`src/sv/msmo_pkg.sv`:
```
// Shared widths, record type and register codes for the slice mean/std unit.
`timescale 1ns / 1ps
package msmo_pkg;

	localparam int SAMPLE_BITS       = 16;
	localparam int MAX_SLICE_SAMPLES = 1048576;

	// Count, sum and sum-of-squares widths that cannot wrap within one slice
	localparam int N_W   = $clog2(MAX_SLICE_SAMPLES + 1);
	localparam int SUM_W = SAMPLE_BITS + N_W;
	localparam int MAG_W = SUM_W - 1;
	localparam int SQ_W  = 2 * SAMPLE_BITS - 2 + N_W;

	// Back-end arithmetic widths
	localparam int PROD_W    = N_W + SQ_W;
	localparam int DEN_W     = 2 * N_W;
	localparam int REM_W     = DEN_W + 1;
	localparam int FRAC_BITS = 16;
	localparam int STD_SHIFT = 32;
	localparam int DIVD_W    = PROD_W + STD_SHIFT;
	localparam int QUO_W     = 64;
	localparam int OUT_W     = 32;
	localparam int STEP_W    = $clog2(DIVD_W + 1);

	// Configuration registers
	localparam int LEN_W      = 21;
	localparam int CNT_W      = 16;
	localparam int CFG_DATA_W = 21;
	localparam int CFG_IDX_W  = 1;

	localparam logic [CFG_IDX_W-1:0] REG_SLICE_LENGTH = 1'b0;
	localparam logic [CFG_IDX_W-1:0] REG_SLICE_COUNT  = 1'b1;

	localparam logic [LEN_W-1:0] LEN_RESET = LEN_W'(1024);
	localparam logic [CNT_W-1:0] CNT_RESET = CNT_W'(1);

	// Queue between accumulator and statistics engine
	localparam int QDEPTH = 4;
	localparam int QPTR_W = $clog2(QDEPTH);

	// One finished slice
	typedef struct packed {
		logic signed [SUM_W-1:0] sum;
		logic [SQ_W-1:0]         sq;
		logic [N_W-1:0]          n;
		logic                    last;
	} rec_t;

endpackage

```
`src/sv/msmo_ifs.sv`:
```
// Handshake channel interfaces: sample input, result output, configuration.
`timescale 1ns / 1ps
interface msmo_in_if;
	logic                                        valid;
	logic                                        ready;
	logic signed [msmo_pkg::SAMPLE_BITS-1:0]     sample;
	logic                                        missing;
	modport source (output valid, sample, missing, input ready);
	modport sink (input valid, sample, missing, output ready);
endinterface


interface msmo_cfg_if;
	logic                               valid;
	logic                               ready;
	logic [msmo_pkg::CFG_IDX_W-1:0]     index;
	logic [msmo_pkg::CFG_DATA_W-1:0]    data;
	modport source (output valid, index, data, input ready);
	modport sink (input valid, index, data, output ready);
endinterface

```
`src/sv/msmo_front.sv`:
```
// Front end: configuration registers and per-sample accumulation over a slice.
`timescale 1ns / 1ps
module msmo_front (
	input  logic            clk,
	input  logic            arst_n,
	msmo_in_if.sink         in_ch,
	msmo_cfg_if.sink        cfg,
	input  logic            q_ready,
	output logic            q_push,
	output msmo_pkg::rec_t  q_rec
);

	localparam int EXT_W = msmo_pkg::LEN_W + msmo_pkg::N_W;

	logic [msmo_pkg::LEN_W-1:0]        len_q;
	logic [msmo_pkg::CNT_W-1:0]        cnt_q;
	logic signed [msmo_pkg::SUM_W-1:0] sum_q;
	logic [msmo_pkg::SQ_W-1:0]         sq_q;
	logic [msmo_pkg::N_W-1:0]          n_q;
	logic [msmo_pkg::N_W-1:0]          pos_q;
	logic [msmo_pkg::CNT_W-1:0]        idx_q;

	logic [EXT_W-1:0]                        len_ext;
	logic [msmo_pkg::N_W-1:0]                len_eff;
	logic [msmo_pkg::CNT_W-1:0]              cnt_eff;
	logic [msmo_pkg::N_W:0]                  pos_nx;
	logic [msmo_pkg::CNT_W:0]                idx_nx;
	logic                                    slice_end;
	logic                                    is_last;
	logic                                    acc;
	logic signed [2*msmo_pkg::SAMPLE_BITS-1:0] sq_term;
	logic signed [msmo_pkg::SUM_W-1:0]       sum_nx;
	logic [msmo_pkg::SQ_W-1:0]               sq_nx;
	logic [msmo_pkg::N_W-1:0]                n_nx;

	assign cfg.ready   = 1'b1;
	assign in_ch.ready = q_ready;
	assign acc         = in_ch.valid && q_ready;

	// Clamp the slice length to 1..MAX and the slice count to at least 1
	assign len_ext = EXT_W'(len_q);
	always_comb begin
		if (len_q == '0) begin
			len_eff = msmo_pkg::N_W'(1);
		end else if (len_ext > EXT_W'(msmo_pkg::MAX_SLICE_SAMPLES)) begin
			len_eff = msmo_pkg::N_W'(msmo_pkg::MAX_SLICE_SAMPLES);
		end else begin
			len_eff = msmo_pkg::N_W'(len_q);
		end
	end
	assign cnt_eff = (cnt_q == '0) ? msmo_pkg::CNT_W'(1) : cnt_q;

	assign pos_nx    = {1'b0, pos_q} + 1'b1;
	assign slice_end = pos_nx >= {1'b0, len_eff};
	assign idx_nx    = {1'b0, idx_q} + 1'b1;
	assign is_last   = idx_nx >= {1'b0, cnt_eff};

	// Add the sample in unless it is missing
	assign sq_term = in_ch.sample * in_ch.sample;
	always_comb begin
		if (in_ch.missing) begin
			sum_nx = sum_q;
			sq_nx  = sq_q;
			n_nx   = n_q;
		end else begin
			sum_nx = sum_q + msmo_pkg::SUM_W'(in_ch.sample);
			sq_nx  = sq_q + msmo_pkg::SQ_W'($unsigned(sq_term));
			n_nx   = n_q + 1'b1;
		end
	end

	assign q_push      = acc && slice_end;
	assign q_rec.sum   = sum_nx;
	assign q_rec.sq    = sq_nx;
	assign q_rec.n     = n_nx;
	assign q_rec.last  = is_last;

	// Write configuration registers
	always_ff @(posedge clk or negedge arst_n) begin
		if (!arst_n) begin
			len_q <= msmo_pkg::LEN_RESET;
			cnt_q <= msmo_pkg::CNT_RESET;
		end else if (cfg.valid) begin
			unique case (cfg.index)
				msmo_pkg::REG_SLICE_LENGTH: len_q <= msmo_pkg::LEN_W'(cfg.data);
				msmo_pkg::REG_SLICE_COUNT:  cnt_q <= msmo_pkg::CNT_W'(cfg.data);
				default: ;
			endcase
		end
	end

	// Accumulate, and clear at the end of each slice
	always_ff @(posedge clk or negedge arst_n) begin
		if (!arst_n) begin
			sum_q <= '0;
			sq_q  <= '0;
			n_q   <= '0;
			pos_q <= '0;
			idx_q <= '0;
		end else if (acc) begin
			if (slice_end) begin
				sum_q <= '0;
				sq_q  <= '0;
				n_q   <= '0;
				pos_q <= '0;
				idx_q <= is_last ? '0 : idx_nx[msmo_pkg::CNT_W-1:0];
			end else begin
				sum_q <= sum_nx;
				sq_q  <= sq_nx;
				n_q   <= n_nx;
				pos_q <= pos_nx[msmo_pkg::N_W-1:0];
			end
		end
	end

endmodule

```
`src/flat_wrapper.sv`:
```
// flat-port wrapper written by rule: the top's interface ports become plain ports
module msmo_front_flat 
  (clk, arst_n, q_ready, q_push, q_rec, in_ch_valid, in_ch_sample, in_ch_missing, in_ch_ready, cfg_valid, cfg_index, cfg_data, cfg_ready);
  msmo_in_if in_ch_i ();
  msmo_cfg_if cfg_i ();
  input  logic clk;
  input  logic arst_n;
  input  logic q_ready;
  output logic q_push;
  output msmo_pkg::rec_t q_rec;
  input wire logic [$bits(in_ch_i.valid)-1:0] in_ch_valid;
  input wire logic [$bits(in_ch_i.sample)-1:0] in_ch_sample;
  input wire logic [$bits(in_ch_i.missing)-1:0] in_ch_missing;
  output wire logic [$bits(in_ch_i.ready)-1:0] in_ch_ready;
  input wire logic [$bits(cfg_i.valid)-1:0] cfg_valid;
  input wire logic [$bits(cfg_i.index)-1:0] cfg_index;
  input wire logic [$bits(cfg_i.data)-1:0] cfg_data;
  output wire logic [$bits(cfg_i.ready)-1:0] cfg_ready;
  assign in_ch_i.valid = in_ch_valid;
  assign in_ch_i.sample = in_ch_sample;
  assign in_ch_i.missing = in_ch_missing;
  assign in_ch_ready = in_ch_i.ready;
  assign cfg_i.valid = cfg_valid;
  assign cfg_i.index = cfg_index;
  assign cfg_i.data = cfg_data;
  assign cfg_ready = cfg_i.ready;
  msmo_front u_core (.clk(clk), .arst_n(arst_n), .in_ch(in_ch_i), .cfg(cfg_i), .q_ready(q_ready), .q_push(q_push), .q_rec(q_rec));
endmodule
```
`config.mk`:
```
export PLATFORM = sky130hd
export DESIGN_NAME = msmo_front_flat
export DESIGN_NICKNAME = d
export VERILOG_FILES = /design/src/sv/msmo_pkg.sv /design/src/sv/msmo_ifs.sv /design/src/sv/msmo_front.sv /design/src/flat_wrapper.sv
export SDC_FILE = /design/constraint.sdc
export NUM_CORES = 1
export LEC_CHECK = 0
export ABC_AREA = 1
export BUFFER_PORTS_ARGS = -buffer_cell sky130_fd_sc_hd__buf_2
export CAP_MARGIN = 0
export CORE_MARGIN = 1
export CORE_UTILIZATION = 55
export DETAILED_ROUTE_END_ITERATION = 16
export GPL_TIMING_DRIVEN = 1
export PLACE_DENSITY = 0.74
export SLEW_MARGIN = 40
export SYNTH_ARGS = -nofsm -noshare
export SYNTH_HDL_FRONTEND = slang
export SYNTH_SLANG_ARGS = --single-unit
```
`constraint.sdc`:
```
create_clock -name clk -period 9.3 [get_ports clk]
set_clock_uncertainty 0.2 [all_clocks]
set_input_delay 0 -clock clk [delete_from_list [all_inputs] [get_ports clk]]
set_output_delay 0 -clock clk [all_outputs]
set_load 0.03 [all_outputs]
```
======== Word-level counts from Yosys, hierarchy flattened ========
Cells that the tools add are included.
cells by class
  $mul .................................... 1
  reductions and logical operators ........ 7
  mux-type cells .......................... 11
  magnitude comparators ................... 3
  $add $sub $neg .......................... 5
  bitwise operators ....................... 1
operator list
  operator                                                          number
  21-bit two-way mux                                                5
  51-bit two-way mux                                                2
  37-bit two-way mux                                                2
  51-bit by 32-bit adder with 51-bit output                         1
  37-bit by 16-bit adder with 37-bit output                         1
  16-bit by 16-bit multiplier with 32-bit output                    1
  16-bit two-way mux                                                2
  21-bit by 1-bit adder with 22-bit output (second input constant)  1
  22-bit by 21-bit greater-or-equal comparator with 1-bit output    1
  21-bit by 1-bit adder with 21-bit output (second input constant)  1
  21-bit greater-than comparator (second input constant)            1
  21-bit logical NOT                                                1
  16-bit by 1-bit adder with 17-bit output (second input constant)  1
  17-bit by 16-bit greater-or-equal comparator with 1-bit output    1
  16-bit logical NOT                                                1
  2-bit AND reduction                                               3
  1-bit logical AND                                                 2
  1-bit NOT                                                         1
storage, ports and cells
  input bits .............................. 44
  flip-flop bits (word level) ............. 183
  output and inout port bits .............. 113
  logic and storage cells ................. 35

======== Depth between registers and ports, before layout ========
  depth after elaboration ................. 5
  mapped depth ............................ 41
  gate-level depth less buffers ........... 40

======== Least setup slack after synthesis ========
Ideal clock, no wire load.
  path type ............................... in2reg
  from .................................... input in_ch_sample[3]
  to ...................................... register u_core.sq_q[34] (netlist name)
  data arrival time ....................... 7455 ps
  slack ................................... 1578 ps
  cell stages on the path ................. 32
  path through ............................ clkbuf_1 clkbuf_1 nand2_1 inv_1 fa_1 inv_1 fa_1 inv_1 fa_1 fa_1 fa_1 inv_1 fa_1 inv_1 ha_1 nand2_1 nor4_1 nand4_1 nand3_1 a21oi_1 xnor2_1 ha_1 nand4_1 nor3_1 nand2_1 inv_1 nand3_1 nand3_1 nand2_1 xnor2_1 nand2_1 nand2_1
RTL lines
  element                 line                RTL
  start: declaration      flat_wrapper.sv:12  input wire logic [$bits(in_ch_i.sample)-1:0] in_ch_sample;
  end signal: assignment  msmo_front.sv:109   sq_q <= sq_nx;
  end: declaration        msmo_front.sv:18    logic [msmo_pkg::SQ_W-1:0] sq_q;

==> impl_metrics.tcl <==
set metrics [dict create \
    run_status "finished, final reports clean" \
    synthTopCellsByCount "sky130_fd_sc_hd__nand2_1, sky130_fd_sc_hd__inv_1, sky130_fd_sc_hd__fa_1, sky130_fd_sc_hd__nor2_1, sky130_fd_sc_hd__ha_1" \
    hold_buffers 27 \
    post-synth-top-area-fraction_pct 18.75 \
    grt_start_max_net_pins 76 \
    via_count_of_the_first_global_routing_pass 22410 \
    slew-limit-headroom_pct 46.15 \
    cts_tree "built" \
    io_buffer_count 155 \
    via_per_inst 5.225 \
    average_cell_area_after_synthesis_sq_um 6.747 \
    cts_repair_resizes 0 \
    post_synth_num_cell_types 45 \
    floorplan.core_area_sq_um 45480 \
    number_of_failing_setup_endpoints_in_the_final_timing_report 0 \
    drt_first_pass_iters 6 \
    post_synth_instance_area_sq_um 25410 \
    routed-via-count 23510 \
    drc_errors 0 \
    cts_setup_buffers 0 \
    place_congestion 0.9886 \
    cts.reportedPaths.clkPinSlew_ps 80 \
    floorplan.io_pins 157 \
    clk_path_buf_depth 2 \
    worst_setup_path_end_kind "primary output" \
    die_w_um 217.0 \
    remaining_antenna_violation_count_after_routing 0 \
    rsz0062_at_grt "false" \
    dp.cells 4438 \
    synth_flop_cell "sky130_fd_sc_hd__dfrtp_1" \
    clock-root-buffer "sky130_fd_sc_hd__clkbuf_16" \
    drt_wl_total_mm 70.48 \
    syn2layout_area_growth_pct 8.355 \
    cap_violations 0 \
    tightest_slew_ps 807.8 \
    critical-path-max-stage-delay_ps 680 \
    grtUsageTotal_pct 30.91 \
    ys.warnings.count 0 \
    start_util_pct 55.88 \
    timing.setup.tns_ps 0 \
    max_freq_mhz 122.2 \
    synthMostInstantiatedCell "sky130_fd_sc_hd__nand2_1" \
    timing.critical_path.slowest_stage_cell "sky130_fd_sc_hd__fa_1" \
    bufs_and_invs_on_worst_path 8 \
    timing.final.crit_share_pct 87.98 \
    first_iter_violations 1625 \
    synth_seq_cells 183 \
    post_route_cells_drive_above_1_share_pct 6.644 \
    htree_num_levels 4 \
    asyncSetResetFlopFracSynth_pct 100.0 \
    post-route-min-period_ps 8182 \
    final-max-slew-violation-count 0 \
    cts_num_sinks 183 \
    min_path_type "in2reg" \
    finalHoldViolations 0 \
    crit_path_start_kind "primary input" \
    die_area_sq_um 47070 \
    post-dp-hpwl_mm 55.75 \
    yosys-top-cells-area "sky130_fd_sc_hd__fa_1, sky130_fd_sc_hd__nand2_1, sky130_fd_sc_hd__dfrtp_1" \
    synth_seq_area_share_pct 18.03 \
    cts_buffers 17 \
    netlist_instances 3767 \
    worstSkewPairLatency_ps 500 \
    num-nets-final 4367 \
    timing.critical_path.arrival_ps 7980 \
    cp_data_required_time_ps 9100 \
    antenna_violations_before_repair 0 \
    synth_largest_area_cell "sky130_fd_sc_hd__fa_1" \
    synth_edf_count 0 \
    grt_pass1_wl_mm 115.5 \
    chipHeight_um 217.0 \
    path_class "in2out" \
    worst-r2r-setup-slack_ps 4440 \
    syn-num-nets 4249 \
    instances_no_fill 4499 \
    grt_overflow_total 0 \
    crit_path_max_fanout 24 \
    post_drt_wl_per_cell_um 15.66 \
    critical_path.top_delay_family "adder cells" \
    row_count 78 \
]
through the flow:
step	setup WS [ps]	hold slack (ps)	area, sq um	util, %
2_1_floorplan	1578	-495.6	25410	-
3_3_place_gp	1238	-177.9	26610	58.51
3_5_place_dp	1179	-172.6	26640	58.57
4_1_cts	1126	34.20	27520	60.52
5_1_grt	533.4	97.16	27540	60.55
6_report	1118	59.68	27540	60.55
per-layer routing:
| metal | GRT usage [%] | vias up | wire [um] |
|---|---|---|---|
| met2 | 49.48 | 723 | 32290 |
| met1 | 42.79 | 10990 | 31620 |
| met5 | 0 | - | 0 |
| li1 | - | 11690 | - |
| met3 | 5.451 | 109 | 4883 |
| met4 | 9.038 | 0 | 1679 |
worst reg2reg max path: stages (launching register included):
cell and delay (ps):
sky130_fd_sc_hd__dfrtp_1 420, sky130_fd_sc_hd__ha_1 190, sky130_fd_sc_hd__nand2_1 70, sky130_fd_sc_hd__nor2_1 160, sky130_fd_sc_hd__nand2_1 90, sky130_fd_sc_hd__nor3_2 220, sky130_fd_sc_hd__nand2_1 110, sky130_fd_sc_hd__nor2_1 190
sky130_fd_sc_hd__nand2_1 130, sky130_fd_sc_hd__nor3_2 140, sky130_fd_sc_hd__xor2_1 260, sky130_fd_sc_hd__ha_1 310, sky130_fd_sc_hd__inv_1 70, sky130_fd_sc_hd__o211ai_1 100, sky130_fd_sc_hd__inv_1 60, sky130_fd_sc_hd__nand2_1 80
sky130_fd_sc_hd__nor2_4 110, sky130_fd_sc_hd__nand4_4 430, sky130_fd_sc_hd__clkinv_2 580, sky130_fd_sc_hd__buf_4 620, sky130_fd_sc_hd__nand2_1 170, sky130_fd_sc_hd__nand2_1 90
placed cells by master (no fill, tap or decap), types with 5 or more instances in the layout:
| cell | netlist | final |
|---|---|---|
| sky130_fd_sc_hd__nand2_1 | 1261 | 1258 |
| sky130_fd_sc_hd__inv_1 | 797 | 796 |
| sky130_fd_sc_hd__fa_1 | 238 | 238 |
| sky130_fd_sc_hd__nor2_1 | 235 | 235 |
| sky130_fd_sc_hd__ha_1 | 200 | 200 |
| sky130_fd_sc_hd__dfrtp_1 | 181 | 181 |
| sky130_fd_sc_hd__nand3_1 | 173 | 173 |
| sky130_fd_sc_hd__buf_2 | 5 | 154 |
| sky130_fd_sc_hd__o21ai_0 | 139 | 139 |
| sky130_fd_sc_hd__a21oi_1 | 124 | 124 |
| sky130_fd_sc_hd__xor2_1 | 59 | 59 |
| sky130_fd_sc_hd__nand4_1 | 55 | 55 |
| sky130_fd_sc_hd__xnor2_1 | 37 | 37 |
| sky130_fd_sc_hd__nor3_1 | 34 | 34 |
| sky130_fd_sc_hd__or2_2 | 31 | 31 |
| sky130_fd_sc_hd__dlygate4sd3_1 | 0 | 27 |
| sky130_fd_sc_hd__o21bai_1 | 22 | 22 |
| sky130_fd_sc_hd__nor4_1 | 21 | 21 |
| sky130_fd_sc_hd__clkbuf_16 | 0 | 17 |
| sky130_fd_sc_hd__a21o_1 | 10 | 10 |
| sky130_fd_sc_hd__o21ai_2 | 10 | 10 |
| sky130_fd_sc_hd__buf_4 | 11 | 8 |
| sky130_fd_sc_hd__nand3b_1 | 6 | 6 |
| sky130_fd_sc_hd__o211ai_1 | 5 | 5 |
| sky130_fd_sc_hd__inv_6 | 0 | 5 |
final cells by class:
cell class | instances | area, sq um
Inverter | 799 | 3002
Multi-Input combinational cell | 2691 | 17430
Timing Repair Buffer | 193 | 1174
Clock buffer | 18 | 439.2
Antenna cell | 1 | 2.502
Fill cell | 4344 | 17940
Sequential cell | 183 | 4582
Clock inverter | 14 | 158.9
Tap cell | 600 | 750.7
state kept, by name, indices dropped and copies added (netlist names):
signal        flops
u_core.sq_q      51
u_core.n_q       21
u_core.pos_q     21
u_core.sum_q     37
u_core.cnt_q     16
u_core.idx_q     16
u_core.len_q     21
cells by family after synthesis:
| logic type | count (synthesis) | synth area share, % |
|---|---|---|
| xor gates and xnor gates | 96 | 3.308 |
| muxes | 5 | 0.2166 |
| adders and majority gates | 438 | 28.59 |
| buffers and inverters | 893 | 13.44 |
| DFF | 183 | 18.03 |
| other | 1 | 0.01476 |
| and+or+nand+nor | 1830 | 29.44 |
| AOI/OAI and AO/OA | 321 | 6.957 |
worst paths after layout:
check                                      start               end  cells past startpoint
worst min-delay path                 in_ch_valid   u_core.sum_q[6]                      4
worst max register to register   u_core.pos_q[0]  u_core.sum_q[26]                     21
worst max-delay path            in_ch_sample[15]         q_rec[56]                     30
max in group asynchronous                 arst_n   u_core.sq_q[31]                      5
worst min register to register    u_core.n_q[20]    u_core.n_q[20]                      2
min in group asynchronous                 arst_n   u_core.sum_q[7]                      4
Power is not shown: default switching activity piles up to over one toggle a cycle in this logic, so the estimate is an artifact.
