File: src/sv/msmo_pkg.sv
// Shared widths, record type and register codes for the slice mean/std unit.
`timescale 1ns / 1ps
package msmo_pkg;

	localparam int SAMPLE_BITS       = 16;
	localparam int MAX_SLICE_SAMPLES = 1048576;

	// Count, sum and sum-of-squares widths that cannot wrap within one slice
	localparam int N_W   = $clog2(MAX_SLICE_SAMPLES + 1);
	localparam int SUM_W = SAMPLE_BITS + N_W;
	localparam int MAG_W = SUM_W - 1;
	localparam int SQ_W  = 2 * SAMPLE_BITS - 2 + N_W;

	// Back-end arithmetic widths
	localparam int PROD_W    = N_W + SQ_W;
	localparam int DEN_W     = 2 * N_W;
	localparam int REM_W     = DEN_W + 1;
	localparam int FRAC_BITS = 16;
	localparam int STD_SHIFT = 32;
	localparam int DIVD_W    = PROD_W + STD_SHIFT;
	localparam int QUO_W     = 64;
	localparam int OUT_W     = 32;
	localparam int STEP_W    = $clog2(DIVD_W + 1);

	// Configuration registers
	localparam int LEN_W      = 21;
	localparam int CNT_W      = 16;
	localparam int CFG_DATA_W = 21;
	localparam int CFG_IDX_W  = 1;

	localparam logic [CFG_IDX_W-1:0] REG_SLICE_LENGTH = 1'b0;
	localparam logic [CFG_IDX_W-1:0] REG_SLICE_COUNT  = 1'b1;

	localparam logic [LEN_W-1:0] LEN_RESET = LEN_W'(1024);
	localparam logic [CNT_W-1:0] CNT_RESET = CNT_W'(1);

	// Queue between accumulator and statistics engine
	localparam int QDEPTH = 4;
	localparam int QPTR_W = $clog2(QDEPTH);

	// One finished slice
	typedef struct packed {
		logic signed [SUM_W-1:0] sum;
		logic [SQ_W-1:0]         sq;
		logic [N_W-1:0]          n;
		logic                    last;
	} rec_t;

endpackage

File: src/sv/msmo_ifs.sv


interface msmo_out_if;
	logic                              valid;
	logic                              ready;
	logic signed [msmo_pkg::OUT_W-1:0] mean_value;
	logic [msmo_pkg::OUT_W-1:0]        std_value;
	logic                              stats_valid;
	logic                              last_slice;
	modport source (output valid, mean_value, std_value, stats_valid, last_slice, input ready);
	modport sink (input valid, mean_value, std_value, stats_valid, last_slice, output ready);
endinterface


File: src/sv/msmo_back.sv
// Back end: serial multiplies, long divisions and square root per slice record.
`timescale 1ns / 1ps
module msmo_back (
	input  logic            clk,
	input  logic            arst_n,
	input  logic            q_valid,
	input  msmo_pkg::rec_t  q_rec,
	output logic            q_pop,
	msmo_out_if.source      out_ch
);

	typedef enum logic [5:0] {
		ST_IDLE = 6'b000001,
		ST_MUL  = 6'b000010,
		ST_DIVM = 6'b000100,
		ST_DIVS = 6'b001000,
		ST_SQRT = 6'b010000,
		ST_DONE = 6'b100000
	} state_t;

	localparam logic [1:0] PH_NSQ = 2'd0;  // n * sum of squares
	localparam logic [1:0] PH_SS  = 2'd1;  // |sum| * |sum|
	localparam logic [1:0] PH_DEN = 2'd2;  // n * (n - 1)

	state_t state_q;
	logic [1:0]                  ph_q;
	logic [msmo_pkg::STEP_W-1:0] step_q;

	// Slice operands
	logic [msmo_pkg::MAG_W-1:0]  smag_q;
	logic                        neg_q;
	logic [msmo_pkg::N_W-1:0]    n_q;
	logic                        last_q;
	logic [msmo_pkg::PROD_W-1:0] a_q;
	logic [msmo_pkg::PROD_W-1:0] b_q;
	logic [msmo_pkg::DEN_W-1:0]  den_q;

	// Shift-add multiplier
	logic [msmo_pkg::PROD_W-1:0] mc_q;
	logic [msmo_pkg::MAG_W-1:0]  mp_q;
	logic [msmo_pkg::PROD_W-1:0] prod_q;
	logic [msmo_pkg::PROD_W-1:0] prod_nx;
	logic                        mul_last;

	// Restoring divider
	logic [msmo_pkg::DIVD_W-1:0] divd_q;
	logic [msmo_pkg::DEN_W-1:0]  dvs_q;
	logic [msmo_pkg::REM_W-1:0]  rem_q;
	logic [msmo_pkg::QUO_W-1:0]  quo_q;
	logic                        ovf_q;
	logic [msmo_pkg::REM_W-1:0]  rem_sh;
	logic                        rem_ge;
	logic [msmo_pkg::QUO_W-1:0]  quo_nx;
	logic                        ovf_nx;
	logic                        div_last;

	// Bitwise square root
	logic [msmo_pkg::QUO_W-1:0]  x_q;
	logic [msmo_pkg::OUT_W-1:0]  root_q;
	logic [msmo_pkg::OUT_W-1:0]  sbit_q;
	logic [msmo_pkg::OUT_W-1:0]  trial;
	logic [msmo_pkg::QUO_W-1:0]  trial_sq;

	// Results and output register
	logic signed [msmo_pkg::OUT_W-1:0] mean_q;
	logic [msmo_pkg::OUT_W-1:0]        std_q;
	logic                              valid_q;
	logic                              out_v_q;
	logic                              out_load;

	logic [msmo_pkg::MAG_W-1:0]  rec_mag;
	logic                        rec_few;
	logic [msmo_pkg::OUT_W-1:0]  q32;
	logic [msmo_pkg::PROD_W-1:0] num;

	assign q_pop    = (state_q == ST_IDLE) && q_valid;
	assign rec_mag  = msmo_pkg::MAG_W'($unsigned(q_rec.sum[msmo_pkg::SUM_W-1] ?
		-q_rec.sum : q_rec.sum));
	assign rec_few  = q_rec.n < msmo_pkg::N_W'(2);

	assign prod_nx  = prod_q + (mp_q[0] ? mc_q : '0);
	assign mul_last = step_q == msmo_pkg::STEP_W'(msmo_pkg::MAG_W - 1);

	assign rem_sh   = {rem_q[msmo_pkg::REM_W-2:0], divd_q[msmo_pkg::DIVD_W-1]};
	assign rem_ge   = rem_sh >= {1'b0, dvs_q};
	assign quo_nx   = {quo_q[msmo_pkg::QUO_W-2:0], rem_ge};
	assign ovf_nx   = ovf_q | quo_q[msmo_pkg::QUO_W-1];
	assign div_last = step_q == msmo_pkg::STEP_W'(msmo_pkg::DIVD_W - 1);

	assign trial    = root_q | sbit_q;
	assign trial_sq = trial * trial;

	assign q32      = quo_nx[msmo_pkg::OUT_W-1:0];
	assign num      = (a_q >= b_q) ? a_q - b_q : '0;

	assign out_load = (state_q == ST_DONE) && (!out_v_q || out_ch.ready);

	// Sequence the record through the arithmetic units
	always_ff @(posedge clk or negedge arst_n) begin
		if (!arst_n) begin
			state_q <= ST_IDLE;
			ph_q    <= PH_NSQ;
			step_q  <= '0;
			out_v_q <= 1'b0;
		end else begin
			unique case (state_q)
				ST_IDLE: begin
					if (q_valid) begin
						state_q <= rec_few ? ST_DONE : ST_MUL;
						ph_q    <= PH_NSQ;
						step_q  <= '0;
					end
				end
				ST_MUL: begin
					step_q <= step_q + 1'b1;
					if (mul_last) begin
						step_q <= '0;
						if (ph_q == PH_DEN) begin
							state_q <= ST_DIVM;
						end else begin
							ph_q <= ph_q + 1'b1;
						end
					end
				end
				ST_DIVM: begin
					step_q <= div_last ? '0 : step_q + 1'b1;
					if (div_last) begin
						state_q <= ST_DIVS;
					end
				end
				ST_DIVS: begin
					step_q <= div_last ? '0 : step_q + 1'b1;
					if (div_last) begin
						state_q <= ovf_nx ? ST_DONE : ST_SQRT;
					end
				end
				ST_SQRT: begin
					if (sbit_q[0]) begin
						state_q <= ST_DONE;
					end
				end
				ST_DONE: begin
					if (out_load) begin
						state_q <= ST_IDLE;
					end
				end
				default: state_q <= ST_IDLE;
			endcase
			if (out_load) begin
				out_v_q <= 1'b1;
			end else if (out_ch.ready) begin
				out_v_q <= 1'b0;
			end
		end
	end

	// Datapath
	always_ff @(posedge clk) begin
		unique case (state_q)
			ST_IDLE: begin
				smag_q  <= rec_mag;
				neg_q   <= q_rec.sum[msmo_pkg::SUM_W-1];
				n_q     <= q_rec.n;
				last_q  <= q_rec.last;
				valid_q <= !rec_few;
				mean_q  <= '0;
				std_q   <= '0;
				mc_q    <= msmo_pkg::PROD_W'(q_rec.sq);
				mp_q    <= msmo_pkg::MAG_W'(q_rec.n);
				prod_q  <= '0;
			end
			ST_MUL: begin
				prod_q <= prod_nx;
				mc_q   <= mc_q << 1;
				mp_q   <= mp_q >> 1;
				if (mul_last) begin
					prod_q <= '0;
					unique case (ph_q)
						PH_NSQ: begin
							a_q  <= prod_nx;
							mc_q <= msmo_pkg::PROD_W'(smag_q);
							mp_q <= smag_q;
						end
						PH_SS: begin
							b_q  <= prod_nx;
							mc_q <= msmo_pkg::PROD_W'(n_q);
							mp_q <= msmo_pkg::MAG_W'(n_q - 1'b1);
						end
						default: begin
							den_q  <= msmo_pkg::DEN_W'(prod_nx);
							divd_q <= msmo_pkg::DIVD_W'(smag_q) << msmo_pkg::FRAC_BITS;
							dvs_q  <= msmo_pkg::DEN_W'(n_q);
							rem_q  <= '0;
							quo_q  <= '0;
							ovf_q  <= 1'b0;
						end
					endcase
				end
			end
			ST_DIVM, ST_DIVS: begin
				divd_q <= divd_q << 1;
				rem_q  <= rem_ge ? rem_sh - {1'b0, dvs_q} : rem_sh;
				quo_q  <= quo_nx;
				ovf_q  <= ovf_nx;
				if (div_last && state_q == ST_DIVM) begin
					mean_q <= neg_q ? -q32 : q32;
					divd_q <= msmo_pkg::DIVD_W'(num) << msmo_pkg::STD_SHIFT;
					dvs_q  <= den_q;
					rem_q  <= '0;
					quo_q  <= '0;
					ovf_q  <= 1'b0;
				end
				if (div_last && state_q == ST_DIVS) begin
					x_q    <= quo_nx;
					root_q <= '0;
					sbit_q <= msmo_pkg::OUT_W'(1) << (msmo_pkg::OUT_W - 1);
					std_q  <= '1;
				end
			end
			ST_SQRT: begin
				if (trial_sq <= x_q) begin
					root_q <= trial;
				end
				sbit_q <= sbit_q >> 1;
				if (sbit_q[0]) begin
					std_q <= (trial_sq <= x_q) ? trial : root_q;
				end
			end
			ST_DONE: begin
				if (out_load) begin
					out_ch.mean_value  <= mean_q;
					out_ch.std_value   <= std_q;
					out_ch.stats_valid <= valid_q;
					out_ch.last_slice  <= last_q;
				end
			end
			default: ;
		endcase
	end

	assign out_ch.valid = out_v_q;

endmodule

File: src/flat_wrapper.sv
// flat-port wrapper written by rule: the top's interface ports become plain ports
module msmo_back_flat 
  (clk, arst_n, q_valid, q_rec, q_pop, out_ch_valid, out_ch_mean_value, out_ch_std_value, out_ch_stats_valid, out_ch_last_slice, out_ch_ready);
  msmo_out_if out_ch_i ();
  input  logic clk;
  input  logic arst_n;
  input  logic q_valid;
  input  msmo_pkg::rec_t q_rec;
  output logic q_pop;
  output wire logic [$bits(out_ch_i.valid)-1:0] out_ch_valid;
  output wire logic [$bits(out_ch_i.mean_value)-1:0] out_ch_mean_value;
  output wire logic [$bits(out_ch_i.std_value)-1:0] out_ch_std_value;
  output wire logic [$bits(out_ch_i.stats_valid)-1:0] out_ch_stats_valid;
  output wire logic [$bits(out_ch_i.last_slice)-1:0] out_ch_last_slice;
  input wire logic [$bits(out_ch_i.ready)-1:0] out_ch_ready;
  assign out_ch_valid = out_ch_i.valid;
  assign out_ch_mean_value = out_ch_i.mean_value;
  assign out_ch_std_value = out_ch_i.std_value;
  assign out_ch_stats_valid = out_ch_i.stats_valid;
  assign out_ch_last_slice = out_ch_i.last_slice;
  assign out_ch_i.ready = out_ch_ready;
  msmo_back u_core (.clk(clk), .arst_n(arst_n), .q_valid(q_valid), .q_rec(q_rec), .q_pop(q_pop), .out_ch(out_ch_i));
endmodule
File: config.mk
export PLATFORM = sky130hd
export DESIGN_NAME = msmo_back_flat
export DESIGN_NICKNAME = d
export VERILOG_FILES = /design/src/sv/msmo_pkg.sv /design/src/sv/msmo_ifs.sv /design/src/sv/msmo_back.sv /design/src/flat_wrapper.sv
export SDC_FILE = /design/constraint.sdc
export NUM_CORES = 2
export LEC_CHECK = 0
export BUFFER_PORTS_ARGS = -buffer_cell sky130_fd_sc_hd__buf_4
export CAP_MARGIN = 10
export CORE_AREA = 4 4 481 483
export CTS_CLUSTER_DIAMETER = 40
export CTS_CLUSTER_SIZE = 30
export DETAILED_ROUTE_END_ITERATION = 7
export DIE_AREA = 0 0 485 487
export GPL_TIMING_DRIVEN = 0
export SLEW_MARGIN = 20
export SYNTH_ARGS = -nofsm -noshare
export SYNTH_HDL_FRONTEND = slang
export SYNTH_SLANG_ARGS = --single-unit
File: constraint.sdc
create_clock -name clk -period 11 [get_ports clk]
set_clock_uncertainty 0.1 [all_clocks]
set_input_delay 2.2 -clock clk [delete_from_list [all_inputs] [get_ports clk]]
set_output_delay 2.2 -clock clk [all_outputs]
set_load 0.02 [all_outputs]
; Yosys cells after proc, flatten, opt, wreduce, memory -nomap -nowiden
; Cells that the tools add are included.
[op_classes]
add_sub_neg = 8
multipliers = 1
div_mod_pow = 0
magnitude_cmp = 4
eq_ne = 21
n_shift = 0
muxes = 63
bitwise = 3
reduce_logical = 30
[op_table]
columns = cell, count
row1 = $pmux 72 s2, 3
row2 = $mux 104, 3
row3 = $mux 42, 7
row4 = $mux 72, 4
row5 = $mux 32, 7
row6 = $pmux 104 s2, 1
row7 = $mux 64, 3
row8 = $pmux 32 s2, 3
row9 = $pmux 42 s2, 2
row10 = $pmux 36 s2, 2
row11 = $pmux 64 s2, 1
row12 = $pmux 32 s3, 1
row13 = $add 72x72->72, 1
row14 = $ge 72x72->1, 1
row15 = $mux 36, 2
row16 = $sub 72x72->72, 1
row17 = $le 64x64->1, 1
row18 = $mul 32x32->64, 1
row19 = $mux 6, 9
row20 = $ge 43x42->1, 1
row21 = $sub 42x42->42, 1
row22 = $neg 36->36, 1
row23 = $pmux 6 s6, 1
row24 = $neg 32->32, 1
row25 = 36 further kinds, 72
[word_totals]
register_bits = 953
latch_bits = 0
mem_bits_rw = 0
romBits = 0
inputBits = 114
wordCells = 159
mem_count = 0

; Logic depth before layout (Yosys ltp)
[depth]
word_depth = 6
depth_mapped = 45
depth_no_buf = 42

; Least setup slack after synthesis
; No wires, ideal clock.
[synth_timing]
path_kind = register -> register
start = register u_core.sbit_q[13] (netlist name)
end = register u_core.root_q[4] (netlist name), data pin
setup_time_ps = 175
t_arrival_ps = 10173
t_required_ps = 10725
slack_ps = 552
path_stages_with_launch = 44
n_path_buf = 3
synth_period_minus_slack_ps = 10448
cell_sequence = edfxtp_1 -> or2_2 -> clkbuf_1 -> clkinv_1 -> buf_1 -> nor2_1 -> inv_1 -> fa_1 -> inv_1 -> fa_1 -> fa_1 -> inv_1 -> fa_1 -> inv_1 -> fa_1 -> inv_1 -> fa_1 -> inv_1 -> [8 not listed] -> a31oi_1 -> o41ai_2 -> a311oi_1 -> o31a_1 -> o21bai_1 -> xor2_1 -> ha_1 -> a21o_1 -> a21o_1 -> a21o_1 -> a21o_1 -> a21o_1 -> a21oi_1 -> nor2b_1 -> a2111oi_0 -> o21ai_1 -> clkbuf_1 -> a311oi_1
[synth_lines]
columns = item, line_no
row1 = "end signal, assigned", msmo_back.sv:222  ; root_q <= trial;
row2 = "end, declared", msmo_back.sv:59  ; logic [msmo_pkg::OUT_W-1:0] root_q;

; Worst setup path in the final report
[layout_timing]
start = register u_core.sbit_q[0] (netlist name)
end = register u_core.std_q[20] (netlist name), data pin
[layout_between]
elab_chain_cells = 6
[layout_lines]
columns = item, line_no
row1 = "start, declared", msmo_back.sv:60  ; logic [msmo_pkg::OUT_W-1:0] sbit_q;
row2 = "start signal, assigned", msmo_back.sv:216  ; sbit_q <= msmo_pkg::OUT_W'(1) << (msmo_pkg::OUT_W - 1);
row3 = "start signal, assigned", msmo_back.sv:224  ; sbit_q <= sbit_q >> 1;
row4 = $or 32x32->32, msmo_back.sv:90  ; assign trial = root_q | sbit_q;
row5 = $mul 32x32->64, msmo_back.sv:91  ; assign trial_sq = trial * trial;
row6 = $le 64x64->1, msmo_back.sv:226  ; std_q <= (trial_sq <= x_q) ? trial : root_q;
row7 = $mux 32, --
row8 = $mux 32, msmo_back.sv:225  ; if (sbit_q[0]) begin
row9 = $pmux 32 s3, msmo_back.sv:159  ; unique case (state_q)
row10 = "end signal, assigned", msmo_back.sv:226
row11 = "end, declared", msmo_back.sv:66  ; logic [msmo_pkg::OUT_W-1:0] std_q;
; Every way passes these cells. The select of a mux whose other input is x is not followed.
; A chain may end at the register's enable or synchronous reset.

==> run summary <==
Max-slew violation total from the final report: 0
Count of max-cap constraint violations: 0
Setup repair after global routing missed its margin: true
Die H: 487 um
Buffer levels on the longest clock path: 3
Via count: 61500
Worst max-slew margin expressed relative to the limit: 0.219
Net count of the finished layout: 9782
Arrival time at the worst endpoint: 11.87 ns
Synth cell types: 86
Cell total after placement: 11100
Start point of the worst min-delay path: u_core.std_q[10]
Final design area excluding fillers: 0.0943 sq mm
Initial antenna violation count: 34
Half-perimeter wire length after detailed placement: 219000 um
Critical path class: reg2reg
Prevailing post-synth register cell: edfxtp_1
All-Layer GR Usage: 0.231
Seq/Total Area, Yosys: 0.354
Synth Net Count: 9303
Final routed wire length divided by cell count: 24.2 um
Flops & latches, synth: 937
First-pass detailed-route iteration total: 8
Buffers added on ports: 181
Via count of the first global-routing pass: 62800
Setup slack at placement: -4.86 ns
Final RePlAce weighted congestion: 0.998
Synthesized area per cell: 10.1 sq um
Final wirelength: 278000 um
First-pass GRT wire length: 408000 um
CP Launch Type: flop
Final setup viols: 64
Top Ports: 182
Area post-placement: 0.0850 sq mm
Maximum level of the CTS H-tree: 4
Count of final hold-check violations: 0
Worst min-delay path class: reg2reg
Syn Std Cell Area: 0.0792 sq mm
Critical path's largest stage delay: 0.66 ns
Post-DRT Antenna Nets: 0
Fraction of layout instances using a drive strength above 1: 0.121
Launching element of the worst setup path: u_core.sbit_q[0]
Final critical-path share of the clock period: 1.03
Required @ worst endpoint: 11.50 ns
Count of mapped cells out of synthesis: 7848
Die Wd: 485 um
Total power after layout: 0.0169 W
DRC violations left: 1
Count of yosys warnings during synthesis: 0
PwrDens: 179 mW/mm^2
Number of clock buffers inserted by TritonCTS: 156
Clock latency reported for the late side of the worst-skew pair: 0.82 ns
Critical path's top delay family: adder cells
Die Area: 0.236 sq mm
Async S/R FF share, synth: 0.0171
Slew at the pin closest to its max-slew limit: 1.17 ns
Violated checks: design-rule violations, negative setup slack
Critical R2R Launch: u_core.sbit_q[0]
Filler-free cell count of the finished design: 11500
Worst setup EP type: flop
DR vias/cell: 5.35
Number of enable-type register cells in the synthesized netlist: 921
Number of buffers and inverters on the critical path: 9
Buffer type at the clock tree root: clkbuf_16
Static Leak: 41.8 nW
Starting utilization of the core area: 0.349
Number of DRC markers after the initial detailed-route iteration: 5807
Max Fanout on Critical Path: 10
Setup slack after layout: -0.365 ns
Worst path slowest cell: edfxtp_1
Standard cell core area: 0.227 sq mm
Highest Clock Rate: 88.0 MHz
Largest net degree at the start of global routing: 55
Row count: 175
Clock sink count: 937
Util after Layout: 0.416
Highest ir drop seen on vdd: 164 uV
Outcome: complete, but fails checks
Post-route minimum period: 11.36 ns
Clock tree from TritonCTS: built
CTS clock-pin slew for the worst setup and hold paths: 0.07 ns
Area delta synth->final: 19.0%
Dominant cell type by count on the critical path: fa_1
Overall overflow remaining after global route: 0
## sequential cells by signal, indices dropped and copies added, names as in the netlist, 64 cells and up
register,cells
u_core.x_q,64
u_core.quo_q,64
u_core.b_q,72
u_core.a_q,72
u_core.divd_q,88
u_core.mc_q,72
u_core.prod_q,72
## per-layer routing
metal	share of wire	track usage	vias up
met2	0.46	0.374	2865
met5	0.00030	0	-
met4	0.064	0.124	6
met1	0.38	0.286	30500
met3	0.090	0.0546	690
li1	-	-	27400
## cell usage after synthesis (31+ instances only)
library cell,number,share of area
nor3_1,64,0.0040
nor4_1,31,0.0024
nor2b_1,31,0.0024
a21o_1,144,0.014
xnor2_1,196,0.022
edfxtp_1,921,0.35
and2_1,211,0.017
clkbuf_1,309,0.015
inv_1,1310,0.062
o21bai_1,63,0.0060
or2_2,31,0.0024
a311oi_1,34,0.0038
buf_1,33,0.0016
ha_1,539,0.085
o31ai_1,34,0.0032
nand2_1,777,0.037
a31oi_1,31,0.0024
a41oi_1,36,0.0040
a21oi_1,473,0.030
o21ai_0,279,0.018
fa_1,802,0.20
nand4_1,82,0.0065
nand3_1,105,0.0066
nand2b_1,43,0.0034
and3_1,117,0.0092
or3_1,35,0.0028
xor2_1,139,0.015
a211oi_1,34,0.0032
nor2_1,550,0.026
## report_power, final
group | switching (W) | internal (W)
Sequential | 0.000516 | 0.00554
Combinational | 0.00398 | 0.00176
Clock | 0.00206 | 0.00305
## logic make-up (layout without fill, tap and decap cells)
| family | Yosys count | in the layout | synth area share |
|---|---|---|---|
| other | 0 | 17 | 0 |
| AO/OA/AOI/OAI | 1426 | 1426 | 0.116 |
| buffers and inverters | 1673 | 2284 | 0.0794 |
| AND/OR/NAND/NOR | 2127 | 2128 | 0.124 |
| adder cells (fa/ha/maj) | 1341 | 1341 | 0.288 |
| flip-flops | 937 | 937 | 0.354 |
| multiplexers | 9 | 9 | 0.00114 |
| XOR/XNOR | 335 | 335 | 0.0370 |
## per-stage QoR
| stage | hold WS, ns | TNS (ns) |
|---|---|---|
| global placement | 0.302 | -837.25 |
| CTS | 0.313 | 0 |
| finish | 0.314 | -13.56 |
| detailed placement | 0.305 | -276.51 |
| global route | 0.329 | -25.71 |
| floorplan | 0.300 | 0 |
## cells in the final DEF, fill, tap and decap left out, types with 33 or more instances in the layout
master and n:
nand2_1 763, clkbuf_16 168, nand3_1 102, a21o_1 144, nand2b_1 43, ha_1 521, or3_1 33, buf_12 40
clkbuf_1 209, o21bai_1 62, xnor2_1 196, and2_1 210, a21oi_1 455, fa_1 782, nor2_1 508, nand4_1 82
inv_1 1291, and3_1 116, o21ai_0 267, edfxtp_1 921, nor3_1 61, buf_4 300, xor2_1 139
## cell type report
cell class / instances / area, sq um
antenna: 17 / 42.5
buffer: 327 / 2150
clock buffer: 165 / 3960
clock inverter: 126 / 1630
fill: 21800 / 133000
inverter: 1322 / 5070
multi-input combinational: 5239 / 46400
sequential: 937 / 28100
tap: 3009 / 3760
timing repair buffer: 344 / 3180
## final timing paths
path | to | slack (ns) | cells past startpoint
setup / recovery | u_core.std_q[20] | -0.36 | 41
hold / removal | u_core.out_ch.std_value[10] | 0.31 | 0
setup reg to reg | u_core.std_q[20] | -0.36 | 41
hold reg to reg | u_core.out_ch.std_value[10] | 0.31 | 0
max in group asynchronous | u_core.state_q[0] | 9.40 | 1
min in group asynchronous | u_core.step_q[5] | 1.14 | 1
## repair_timing
action                                  CTS  global route
setup buffers                            69            57
hold buffers                              0             0
endpoints found under the hold margin     0             0
cloned                                    1             7
pin swaps                                58            76
gates resized for setup                 510           225
endpoints found under the setup margin   64            64
Power figures use the tool's default switching activity.
